File: src/rtl/ovs_pkg.sv
// ----------------------------------------------------------------------------
// ovs_pkg
// Shared constants, types and tables for the obstacle velocity scaler.
// ----------------------------------------------------------------------------
`default_nettype none

package ovs_pkg;

  localparam int MAX_SENSORS  = 32;
  localparam int CORDIC_STEPS = 16;
  localparam int SLOT_W       = $clog2(MAX_SENSORS);
  localparam int ADDR_W       = $clog2(2 * MAX_SENSORS);
  localparam int CNT_W        = $clog2(MAX_SENSORS + 1);
  localparam int DEPTH        = 2 * MAX_SENSORS;
  localparam int STEP_W       = 5;
  localparam int DIV_STEPS    = 31;
  localparam int ONE_Q15      = 32768;
  localparam int QUARTER      = 16384;
  localparam logic signed [33:0] COS_GAIN = 34'sd652032874;

  localparam logic [1:0] ACT_READ  = 2'd0;
  localparam logic [1:0] ACT_CLEAR = 2'd1;
  localparam logic [1:0] ACT_VEL   = 2'd2;

  localparam logic [1:0] REG_STOP = 2'd0;
  localparam logic [1:0] REG_SLOW = 2'd1;

  typedef struct packed {
    logic [15:0]        range;
    logic signed [15:0] bearing;
    logic               finite;
  } entry_t;

  typedef struct packed {
    logic              en;
    logic [ADDR_W-1:0] addr;
    entry_t            ent;
  } wr_t;

  typedef struct packed {
    logic signed [15:0] vx;
    logic signed [15:0] vy;
    logic               bank;
    logic [CNT_W-1:0]   count;
    logic               have;
  } cmd_t;

  typedef struct packed {
    logic busy;
  } back_stat_t;

  function automatic logic [13:0] atan_entry(input logic [STEP_W-1:0] i);
    logic [13:0] t;
    case (i)
      5'd0:  t = 14'd8192;
      5'd1:  t = 14'd4836;
      5'd2:  t = 14'd2555;
      5'd3:  t = 14'd1297;
      5'd4:  t = 14'd651;
      5'd5:  t = 14'd326;
      5'd6:  t = 14'd163;
      5'd7:  t = 14'd81;
      5'd8:  t = 14'd41;
      5'd9:  t = 14'd20;
      5'd10: t = 14'd10;
      5'd11: t = 14'd5;
      5'd12: t = 14'd3;
      5'd13: t = 14'd1;
      5'd14: t = 14'd1;
      default: t = 14'd0;
    endcase
    return t;
  endfunction

  function automatic logic [ADDR_W-1:0] slot_addr(input logic bank,
                                                  input logic [CNT_W-1:0] k);
    logic [ADDR_W:0] a;
    a = (bank ? (ADDR_W+1)'(MAX_SENSORS) : '0) + (ADDR_W+1)'(k);
    return a[ADDR_W-1:0];
  endfunction

endpackage

`default_nettype wire

File: src/rtl/ovs_ifs.sv
// ----------------------------------------------------------------------------
// ovs_ifs
// Handshake channels of the obstacle velocity scaler.
// ----------------------------------------------------------------------------
`default_nettype none

interface ovs_in_if;
  logic               valid;
  logic               ready;
  logic [1:0]         action;
  logic [15:0]        distance;
  logic signed [15:0] direction;
  logic               reading_valid;
  logic               last_reading;
  logic signed [15:0] velocity_x;
  logic signed [15:0] velocity_y;
  modport source (output valid, action, distance, direction, reading_valid,
                  last_reading, velocity_x, velocity_y, input ready);
  modport sink   (input valid, action, distance, direction, reading_valid,
                  last_reading, velocity_x, velocity_y, output ready);
endinterface


`default_nettype wire

File: src/rtl/ovs_front.sv
// ----------------------------------------------------------------------------
// ovs_front
// Accepts items, fills the inactive bank, swaps banks and queues commands.
// ----------------------------------------------------------------------------
`default_nettype none

module ovs_front (
  input  wire logic               clk_i,
  input  wire logic               rst_ni,
  ovs_in_if.sink                  in_i,
  input  wire ovs_pkg::back_stat_t stat_i,
  output ovs_pkg::wr_t            wr_o,
  output logic                    q_valid_o,
  output ovs_pkg::cmd_t           q_cmd_o,
  input  wire logic               q_pop_i
);

  logic [ovs_pkg::CNT_W-1:0] fill_q, fill_d, count_q, count_d;
  logic                      bank_q, bank_d, have_q, have_d;
  ovs_pkg::cmd_t             fifo_q [2];
  logic                      rd_ptr_q, wr_ptr_q;
  logic [1:0]                used_q;
  logic                      accept, push, room, swap;
  logic [ovs_pkg::CNT_W-1:0] fill_inc;

  assign swap = (in_i.action == ovs_pkg::ACT_READ) && in_i.last_reading;
  assign room = (used_q != 2'd2);

  always_comb begin
    in_i.ready = 1'b1;
    if (in_i.action == ovs_pkg::ACT_VEL) begin
      in_i.ready = room;
    end else if (swap) begin
      // hold a bank swap until no command still reads the active bank
      in_i.ready = (used_q == 2'd0) && !stat_i.busy;
    end
  end

  assign accept = in_i.valid && in_i.ready;
  assign push   = accept && (in_i.action == ovs_pkg::ACT_VEL);

  always_comb begin
    fill_d   = fill_q;
    count_d  = count_q;
    bank_d   = bank_q;
    have_d   = have_q;
    fill_inc = fill_q;
    wr_o.en  = 1'b0;
    wr_o.addr = ovs_pkg::slot_addr(!bank_q, fill_q);
    wr_o.ent.range   = in_i.distance;
    wr_o.ent.bearing = in_i.direction;
    wr_o.ent.finite  = in_i.reading_valid;
    if (accept && (in_i.action == ovs_pkg::ACT_READ)) begin
      if (fill_q < ovs_pkg::CNT_W'(ovs_pkg::MAX_SENSORS)) begin
        wr_o.en  = 1'b1;
        fill_inc = fill_q + 1'b1;
      end
      fill_d = fill_inc;
      if (in_i.last_reading) begin
        bank_d  = !bank_q;
        count_d = fill_inc;
        have_d  = (fill_inc != '0);
        fill_d  = '0;
      end
    end else if (accept && (in_i.action == ovs_pkg::ACT_CLEAR)) begin
      have_d = 1'b0;
      fill_d = '0;
    end
  end

  always_ff @(posedge clk_i or negedge rst_ni) begin
    if (!rst_ni) begin
      fill_q   <= '0;
      count_q  <= '0;
      bank_q   <= 1'b0;
      have_q   <= 1'b0;
      rd_ptr_q <= 1'b0;
      wr_ptr_q <= 1'b0;
      used_q   <= 2'd0;
    end else begin
      fill_q  <= fill_d;
      count_q <= count_d;
      bank_q  <= bank_d;
      have_q  <= have_d;
      if (push) wr_ptr_q <= !wr_ptr_q;
      if (q_pop_i) rd_ptr_q <= !rd_ptr_q;
      used_q <= used_q + {1'b0, push} - {1'b0, q_pop_i};
    end
  end

  always_ff @(posedge clk_i) begin
    if (push) begin
      fifo_q[wr_ptr_q] <= '{vx: in_i.velocity_x, vy: in_i.velocity_y,
                            bank: bank_q, count: count_q, have: have_q};
    end
  end

  assign q_valid_o = (used_q != 2'd0);
  assign q_cmd_o   = fifo_q[rd_ptr_q];

endmodule

`default_nettype wire

File: src/flat_wrapper.sv
// flat-port wrapper written by rule: the top's interface ports become plain ports
module ovs_front_flat 
  (clk_i, rst_ni, stat_i, wr_o, q_valid_o, q_cmd_o, q_pop_i, in_i_valid, in_i_action, in_i_distance, in_i_direction, in_i_reading_valid, in_i_last_reading, in_i_velocity_x, in_i_velocity_y, in_i_ready);
  ovs_in_if in_i_i ();
  input  wire logic clk_i;
  input  wire logic rst_ni;
  input  wire ovs_pkg::back_stat_t stat_i;
  output ovs_pkg::wr_t wr_o;
  output logic q_valid_o;
  output ovs_pkg::cmd_t q_cmd_o;
  input  wire logic q_pop_i;
  input wire logic [$bits(in_i_i.valid)-1:0] in_i_valid;
  input wire logic [$bits(in_i_i.action)-1:0] in_i_action;
  input wire logic [$bits(in_i_i.distance)-1:0] in_i_distance;
  input wire logic [$bits(in_i_i.direction)-1:0] in_i_direction;
  input wire logic [$bits(in_i_i.reading_valid)-1:0] in_i_reading_valid;
  input wire logic [$bits(in_i_i.last_reading)-1:0] in_i_last_reading;
  input wire logic [$bits(in_i_i.velocity_x)-1:0] in_i_velocity_x;
  input wire logic [$bits(in_i_i.velocity_y)-1:0] in_i_velocity_y;
  output wire logic [$bits(in_i_i.ready)-1:0] in_i_ready;
  assign in_i_i.valid = in_i_valid;
  assign in_i_i.action = in_i_action;
  assign in_i_i.distance = in_i_distance;
  assign in_i_i.direction = in_i_direction;
  assign in_i_i.reading_valid = in_i_reading_valid;
  assign in_i_i.last_reading = in_i_last_reading;
  assign in_i_i.velocity_x = in_i_velocity_x;
  assign in_i_i.velocity_y = in_i_velocity_y;
  assign in_i_ready = in_i_i.ready;
  ovs_front u_core (.clk_i(clk_i), .rst_ni(rst_ni), .in_i(in_i_i), .stat_i(stat_i), .wr_o(wr_o), .q_valid_o(q_valid_o), .q_cmd_o(q_cmd_o), .q_pop_i(q_pop_i));
endmodule
File: config.mk
export PLATFORM = sky130hd
export DESIGN_NAME = ovs_front_flat
export DESIGN_NICKNAME = d
export VERILOG_FILES = /design/src/rtl/ovs_pkg.sv /design/src/rtl/ovs_ifs.sv /design/src/rtl/ovs_front.sv /design/src/flat_wrapper.sv
export SDC_FILE = /design/constraint.sdc
export NUM_CORES = 1
export LEC_CHECK = 0
export ABC_AREA = 1
export CAP_MARGIN = 5
export CORE_ASPECT_RATIO = 0.6
export CORE_MARGIN = 2
export CORE_UTILIZATION = 45
export DETAILED_ROUTE_END_ITERATION = 12
export DONT_BUFFER_PORTS = 1
export PLACE_DENSITY = 0.71
export SYNTH_ARGS = -nofsm -noshare
export SYNTH_HDL_FRONTEND = slang
export SYNTH_SLANG_ARGS = --single-unit
File: constraint.sdc
create_clock -name clk_i -period 7.4 [get_ports clk_i]
set_clock_uncertainty 0.05 [all_clocks]
set_input_delay 1.11 -clock clk_i [delete_from_list [all_inputs] [get_ports clk_i]]
set_output_delay 1.11 -clock clk_i [all_outputs]
set_load 0.005 [all_outputs]
Word-level counts from Yosys, hierarchy flattened
Memory sizes are Yosys's and may differ from the RTL's.
Cells that the tools add are included.
{ "totals": {"reg_bits": 18, "latchBits": 0, "mem_bits_rw": 80, "romBits": 0, "output_inout_bits": 82, "wordCells": 49, "mem_count": 1} }
{ "classes": {"n_addsub": 4, "multipliers": 0, "div_mod_pow": 0, "magnitude_cmp": 1, "n_eq_ne": 4, "shift": 0, "n_mux": 15, "bitwise_logic": 0, "n_reduce_logical": 17} }
{ "mem_list": {"columns": ["name", "depth", "word_bits", "rd", "rd_ports_with_merged_regs", "wr", "line", "rtl"], "rows": [
  ["u_core.fifo_q", 2, 40, 1, 0, 1, "ovs_front.sv:20", "ovs_pkg::cmd_t fifo_q [2];"]
]} }
{ "op_table": {"columns": ["op", "count"], "rows": [
  ["$mux 6", 6],
  ["$mux 1", 9],
  ["$add 6x1->6 const B", 1],
  ["$add 6x6->6", 1],
  ["$logic_and 1x1->1", 6],
  ["$lt 6x6->1 const B", 1],
  ["$reduce_bool 6->1", 1],
  ["$logic_not 1->1", 4],
  ["$logic_not 2->1", 2],
  ["$ne 2x2->1 const B", 2],
  ["$reduce_and 2->1", 2],
  ["$reduce_bool 2->1", 2],
  ["$add 2x1->2", 1],
  ["$eq 2x1->1 const B", 1],
  ["$eq 2x2->1 const B", 1],
  ["$sub 2x1->2", 1]
]} }

Longest topological paths before layout
Gate-level depths: netlist of the first run.
{ "depth": {"word_depth": 10, "mapped_depth": 9} }

Worst setup path before layout of the first run
OpenSTA, ideal clock, no wires.
{ "synth_timing": {"path_type": "in2reg", "from": "in stat_i", "to": "mem u_core.fifo_q[0][0] in the netlist's numbering, enable pin", "setup_time_ps": 438, "t_arrival_ps": 3330, "slack_ps": 3582, "stages": 6, "n_path_buf": 0, "cell_sequence": "nand3b_1 > nand2_4 > nand3_2 > nor2_4 > inv_1 > nor2_1"} }
{ "synth_between": {"elab_chain_len": 8} }
{ "synth_lines": {"columns": ["element", "line", "rtl"], "rows": [
  ["from (decl)", "flat_wrapper.sv:7", "input wire ovs_pkg::back_stat_t stat_i;"],
  ["$logic_not 1->1", "ovs_front.sv:35", "in_i.ready = (used_q == 2'd0) && !stat_i.busy;"],
  ["$logic_and 1x1->1", "ovs_front.sv:35", null],
  ["$mux 1", "ovs_front.sv:33", "end else if (swap) begin"],
  ["$mux 1", "ovs_front.sv:31", "if (in_i.action == ovs_pkg::ACT_VEL) begin"],
  ["$logic_and 1x1->1", "ovs_front.sv:39", "assign accept = in_i.valid && in_i.ready;"],
  ["$logic_and 1x1->1", "ovs_front.sv:40", "assign push = accept && (in_i.action == ovs_pkg::ACT_VEL);"],
  ["$mux 1", "ovs_front.sv:92", "if (push) begin"],
  ["$mux 1 (implied by the code)", "ovs_front.sv:93", "fifo_q[wr_ptr_q] <= '{vx: in_i.velocity_x, vy: in_i.velocity_y,"],
  ["to (decl)", "ovs_front.sv:20", null]
]} }
Every way passes these cells.

==> results of run 1 <==
cell families (layout without fill, tap and decap cells):
group           count (synthesis)  count (layout)  share of synthesized area
buf+inv                        62              35                     0.0934
fa+ha+maj                       3               3                    0.00895
flops                          98              98                      0.680
compound gates                  9               9                     0.0143
mux                            40              40                      0.107
simple gates                   69              69                     0.0794
xor+xnor                        7               7                     0.0164
layout make-up:
cell class                 instances  area (um2)
timing repair buffer               2        15.0
clock inverter                     6        75.1
fill                             785        4770
clock buffer                      10         229
sequential                        98        2850
tap                              116         145
inverter                          17        63.8
multi-input combinational        128         965
cells in the mapped netlist (3+ instances only):
master	count
edfxtp_1	80
mux2_2	40
buf_4	39
nand2_1	37
dfrtp_1	18
inv_1	14
nor2_1	11
nand3_1	7
buf_2	4
o21ai_2	4
xor2_1	4
ha_1	3
inv_2	3
o21ai_1	3
per-stage QoR:
stage | power (mW) | hold WS, ns | setup WS [ns] | cells
after floorplan | 0.912 | 0.392 | 3.58 | 288
after global placement | 0.940 | 0.404 | 4.36 | 361
after detailed placement | 0.944 | 0.410 | 4.29 | 361
after CTS | 1.41 | 0.394 | 4.29 | 377
after global routing | 1.46 | 0.390 | 4.20 | 377
final | 1.40 | 0.410 | 4.30 | 377
state kept, by name (all words and copies together) (netlist names):
register         count
u_core.fifo_q       80
u_core.count_q       6
u_core.fill_q        6
u_core.used_q        2
u_core.bank_q        1
u_core.have_q        1
u_core.rd_ptr_q      1
u_core.wr_ptr_q      1
metal layers:
| metal | GRT usage | share of wire | vias up |
|---|---|---|---|
| met1 | 0.161 | 0.42 | 958 |
| met4 | 0.0663 | 0.026 | 0 |
| met2 | 0.216 | 0.44 | 83 |
| met3 | 0.0735 | 0.11 | 27 |
| li1 | - | - | 897 |
| met5 | 0 | 0 | - |
where the power goes:
| group | switching, mW | leakage (nW) | internal, mW |
|---|---|---|---|
| registers | 0.0680 | 0.966 | 0.652 |
| logic | 0.0947 | 0.481 | 0.113 |
| clock network | 0.201 | 0.145 | 0.267 |
| total | 0.363 | 1.59 | 1.03 |
how the worst max path moves through the flow:
| stage | depth (start not counted) | slack (ns) | to | from |
|---|---|---|---|---|
| after floorplan | 6 | 3.58 | u_core.fifo_q[0][0] | stat_i |
| after global placement | 4 | 4.36 | wr_o[39] | stat_i |
| after detailed placement | 5 | 4.29 | wr_o[39] | in_i_action[1] |
| after CTS | 5 | 4.29 | wr_o[39] | in_i_action[1] |
| after global routing | 5 | 4.20 | wr_o[39] | in_i_action[1] |
| final | 5 | 4.30 | wr_o[39] | in_i_action[1] |
==> run_results.csv, run 1 <==
group,metric,value,unit
worst_setup_path,crit_path_end_kind,"output port",
worst_setup_path,r2r_cells,8,
clocking,cts_tree,"yes",
yosys,syn_nets,364,
routing,wirelength,6830,um
routing,dr.pass1.iters,4,
global_route,grt_pass1_vias,2044,
floorplan,row_count,27,
routing,wl_per_cell,18.1,um
power_and_ir_drop,powerDensity,321,mW/mm2
timing,setup_tns,0,ns
floorplan,die_width,129,um
clocking,root_buffer,"clkbuf_16",
finish,fin_util,0.477,
clocking,clock_sinks,98,
yosys,seq_area_frac_synth,0.680,
finish,final_cell_mix,"80 x edfxtp_1, 40 x mux2_2, 37 x nand2_1",
worst_setup_path,cpPeakStageDelay,0.32,ns
worst_setup_path,r2r-start,"u_core.used_q[1]",
placement,place_congestion,0.815,
global_route,gr-usage-all-layers,0.140,
placement,port_buffers,0,
worst_setup_path,cp_max_fo,12,
worst_setup_path,startpoint_type,"input port",
worst_setup_path,r2r_setup_slack,5.36,ns
clocking,clk_pin_slew_worst_paths,0.07,ns
yosys,synth_area,0.00419,mm2
routing,drtAntennaViolNets,0,
routing,drc,0,
yosys,synth-warning-count,0,
power_and_ir_drop,p_leak,1.59,nW
global_route,grt-ovfl-total,0,
worst_setup_path,r2r_end,"u_core.fifo_q[0][20]",
power_and_ir_drop,vdd_drop_max,144,uV
yosys,synth_cell_types,30,
yosys,yosysTopAreaCell,"edfxtp_1",
yosys,syn_inst,288,
yosys,ys_top_cells_by_area,"edfxtp_1 57%, dfrtp_1 11%, mux2_2 11%, buf_4 7.0%, nand2_1 3.3%",
floorplan,die_area,0.0101,mm2
floorplan,dieHeight,78.8,um
finish,design_area,0.00435,mm2
timing,fin_crit_sh,0.418,
yosys,ys_seq_elements,98,
global_route,grt_pass1_wl,10400,um
placement,dp_hpwl,4440,um
floorplan,coreArea,0.00912,mm2
timing,relSlewSlack,0.362,
yosys,synth_top_area_share,0.573,
worst_setup_path,crit_arrival,1.94,ns
job,cap_violations,0,
finish,fin_nets,332,
placement,place_area,0.00404,mm2
clocking,htreeDepth,3,
worst_setup_path,critPathKind,"in2out",
floorplan,start_util,0.460,
clocking,cts.repair.resized,0,
timing,fin_crit,3.10,ns
timing,rsz0062_at_grt,"no",
worst_setup_path,cp_cell_sequence,"inv_1 > nor2_2 > nand2_1 > nand4_2 > nor3_2",
run_status,status,"finished clean",
yosys,synth_edf_count,80,
clocking,clk_path_buf_depth,2,
worst_setup_path,critPathTopFamily,"simple AND/OR/NAND/NOR gates",
clocking,cts_setup_buffers,0,
timing,drv_slew,0,
routing,drt_iter0_drc,163,
yosys,ys_async_sr_fraction,0.184,
timing,timing.fmax,323,MHz
worst_setup_path,required,6.24,ns
finish,drive_above_1_share,0.303,
clocking,insertion_delay,0.34,ns
routing,routed_via_density,5.21,
global_route,grt_max_degree,42,
worst_setup_path,path_buf_inv,1,
routing,vias,1965,
timing,hold_violations,0,
timing,finalSetupViolations,0,
worst_setup_path,crit_slowest_cell,"nand4_2",
floorplan,ios,155,
timing,tightest_slew,0.956,ns
clocking,cts_made_buffers,9,
yosys,synthFlopType,"edfxtp_1",
global_route,grt_antenna_before_repair,0,
finish,final_common_cell,"edfxtp_1",
finish,area_delta_synth_final,3.64,%
min_path,hold_class,"in2async",
finish,diodes,0,
yosys,syn_area_per_cell,14.6,um2
clocking,hold_buffers,0,
Power figures use the tool's default switching activity.
==> run 2: changes to the inputs <==
clock period = 3.15 ns   (was 7.4 ns; I/O delays follow)
==> run 2 against run 1 <==
Power rose by 140%. Critical path type is now reg2out. First-iteration DRC count fell by 18%. Flip-flop and latch count did not move. Setup slack got worse by 3.4 ns. Clock power rose by 140%. Die area did not move. Routed wire length barely moved. Critical path depth fell by 3. Critical endpoint is now q_cmd_o[27]. Highest routed layer unchanged. Sequential power rose by 130%. Cell area rose by 0.58%.
==> run_results.csv, run 2 (synthesis results as in run 1) <==
group,metric,value,unit
floorplan,dieHeight,78.8,um
clocking,insertion_delay,0.33,ns
finish,top_register,"u_core.fifo_q",
routing,routed_via_density,5.15,
routing,drc,0,
clocking,cts_made_buffers,9,
routing,drtAntennaViolNets,0,
timing,fin_crit,2.29,ns
finish,area_delta_synth_final,4.24,%
global_route,grt_max_degree,41,
timing,tightest_slew,0.828,ns
floorplan,coreArea,0.00912,mm2
clocking,hold_buffers,1,
finish,final_cell_mix,"80 x edfxtp_1, 40 x mux2_2, 37 x nand2_1",
power_and_ir_drop,power_frac_seq,0.495,
timing,drv_slew,0,
routing,drt_iter0_drc,133,
global_route,gr-usage-all-layers,0.141,
placement,place_area,0.00405,mm2
worst_setup_path,startpoint_type,"flop",
placement,port_buffers,0,
worst_setup_path,crit_path_end_kind,"output port",
timing,relSlewSlack,0.446,
timing,fin_crit_sh,0.727,
clocking,cts_tree,"yes",
finish,ff_latch_area,0.00285,mm2
placement,dp_hpwl,4740,um
clocking,htreeDepth,3,
floorplan,die_area,0.0101,mm2
floorplan,start_util,0.460,
worst_setup_path,cpPeakStageDelay,0.60,ns
global_route,grt_pass1_vias,1978,
finish,reg.largest.list,"u_core.fifo_q (80), u_core.count_q (6), u_core.fill_q (6)",
clocking,clk_pin_slew_worst_paths,0.06,ns
worst_setup_path,cp_cell_sequence,"buf_4 > mux2_2",
power_and_ir_drop,internal_power,2.43,mW
finish,drive_above_1_share,0.308,
power_and_ir_drop,switching_share,0.261,
timing,layout_setup_ws,0.860,ns
min_path,hold_class,"in2reg",
timing,setup_tns,0,ns
floorplan,row_count,27,
finish,diodes,0,
power_and_ir_drop,p_total,3.30,mW
power_and_ir_drop,p_leak,1.60,nW
worst_setup_path,crit_arrival,1.77,ns
placement,place_congestion,0.875,
timing,rsz0062_at_grt,"no",
finish,fin_util,0.479,
floorplan,die_width,129,um
floorplan,ios,155,
clocking,root_buffer,"clkbuf_16",
timing,timing.fmax,437,MHz
routing,vias,1951,
timing,finalSetupViolations,0,
finish,design_area,0.00437,mm2
finish,multiInputGateArea,965,um2
routing,dr.pass1.iters,6,
finish,final_common_cell,"edfxtp_1",
power_and_ir_drop,powerDensity,754,mW/mm2
power_and_ir_drop,clock_power_share,0.335,
global_route,grt_antenna_before_repair,0,
power_and_ir_drop,pwr-share-comb,0.169,
clocking,clk_path_buf_depth,2,
finish,fillers,783,
global_route,grt-ovfl-total,0,
global_route,grt_pass1_wl,10500,um
clocking,clock_sinks,98,
run_status,status,"finished clean",
clocking,cts.repair.resized,0,
power_and_ir_drop,vdd_drop_max,333,uV
worst_setup_path,cp_max_fo,26,
placement,preCtsSetupSlack,1.05,ns
finish,fin_nets,334,
routing,wl_per_cell,18.0,um
job,cap_violations,0,
timing,hold_violations,0,
finish,largest_register_ffs,80,
power_and_ir_drop,power.switching,0.862,mW
worst_setup_path,crit_slowest_cell,"dfrtp_2",
worst_setup_path,required,2.63,ns
clocking,cts_setup_buffers,0,
worst_setup_path,critPathKind,"reg2out",
routing,wirelength,6820,um
==> run 2: cell count changes in the layout (fill, tap and decap cells not counted) <==
cell           change
clkinv_4           -2
inv_6              -1
buf_4              +1
inv_8              +2
dlygate4sd3_1      +1
clkbuf_1           -1
clkinvlp_4         +2
==> run 2: metrics by stage <==
| stage | hold slack [ns] | cells |
|---|---|---|
| 2_1_floorplan | 0.127 | 288 |
| 3_3_place_gp | 0.127 | 362 |
| 3_5_place_dp | 0.127 | 362 |
| 4_1_cts | 0.160 | 379 |
| 5_1_grt | 0.158 | 379 |
| 6_report | 0.170 | 379 |
==> run 2: layer usage <==
layer,wire length [um],part of all wire,global-route usage
met5,0,0,0
met4,129,0.019,0.0511
met3,744,0.11,0.0775
met2,3190,0.47,0.222
met1,2760,0.40,0.164
==> run 2: area by class of cell <==
| cell class | count | area share |
|---|---|---|
| Sequential cell | 98 | 0.653 |
| Multi-Input combinational cell | 128 | 0.221 |
| Clock buffer | 9 | 0.0515 |
| Tap cell | 116 | 0.0332 |
| Clock inverter | 7 | 0.0197 |
| Inverter | 17 | 0.0146 |
| Timing Repair Buffer | 4 | 0.00744 |
==> run 2: power by group through the flow <==
stage          logic, mW  registers [mW]  clock network, mW
2_1_floorplan      0.540            1.60                  0
4_1_cts            0.572            1.64               1.14
6_report           0.558            1.63               1.11
5_1_grt            0.614            1.65               1.19
3_3_place_gp       0.557            1.66                  0
3_5_place_dp       0.561            1.67                  0
==> run 2: path summary, 6_finish.rpt <==
| check | slack (ns) | from | depth (start not counted) | endpoint |
|---|---|---|---|---|
| setup / recovery | 0.86 | u_core.rd_ptr_q | 2 | q_cmd_o[27] |
| hold / removal | 0.17 | q_pop_i | 1 | u_core.rd_ptr_q |
| setup reg to reg | 1.13 | u_core.used_q[1] | 8 | u_core.fifo_q[0][19] |
| hold reg to reg | 0.43 | u_core.count_q[1] | 0 | u_core.fifo_q[0][2] |
| max in group asynchronous | 1.85 | rst_ni | 1 | u_core.rd_ptr_q |
| min in group asynchronous | 0.63 | rst_ni | 1 | u_core.fill_q[1] |
==> run 2: critical path: cells and delay by family (launching register included) <==
| family | cells | cell delay [ns] |
|---|---|---|
| buffers and inverters | 1 | 0.40 |
| flip-flops | 1 | 0.60 |
| multiplexers | 1 | 0.42 |
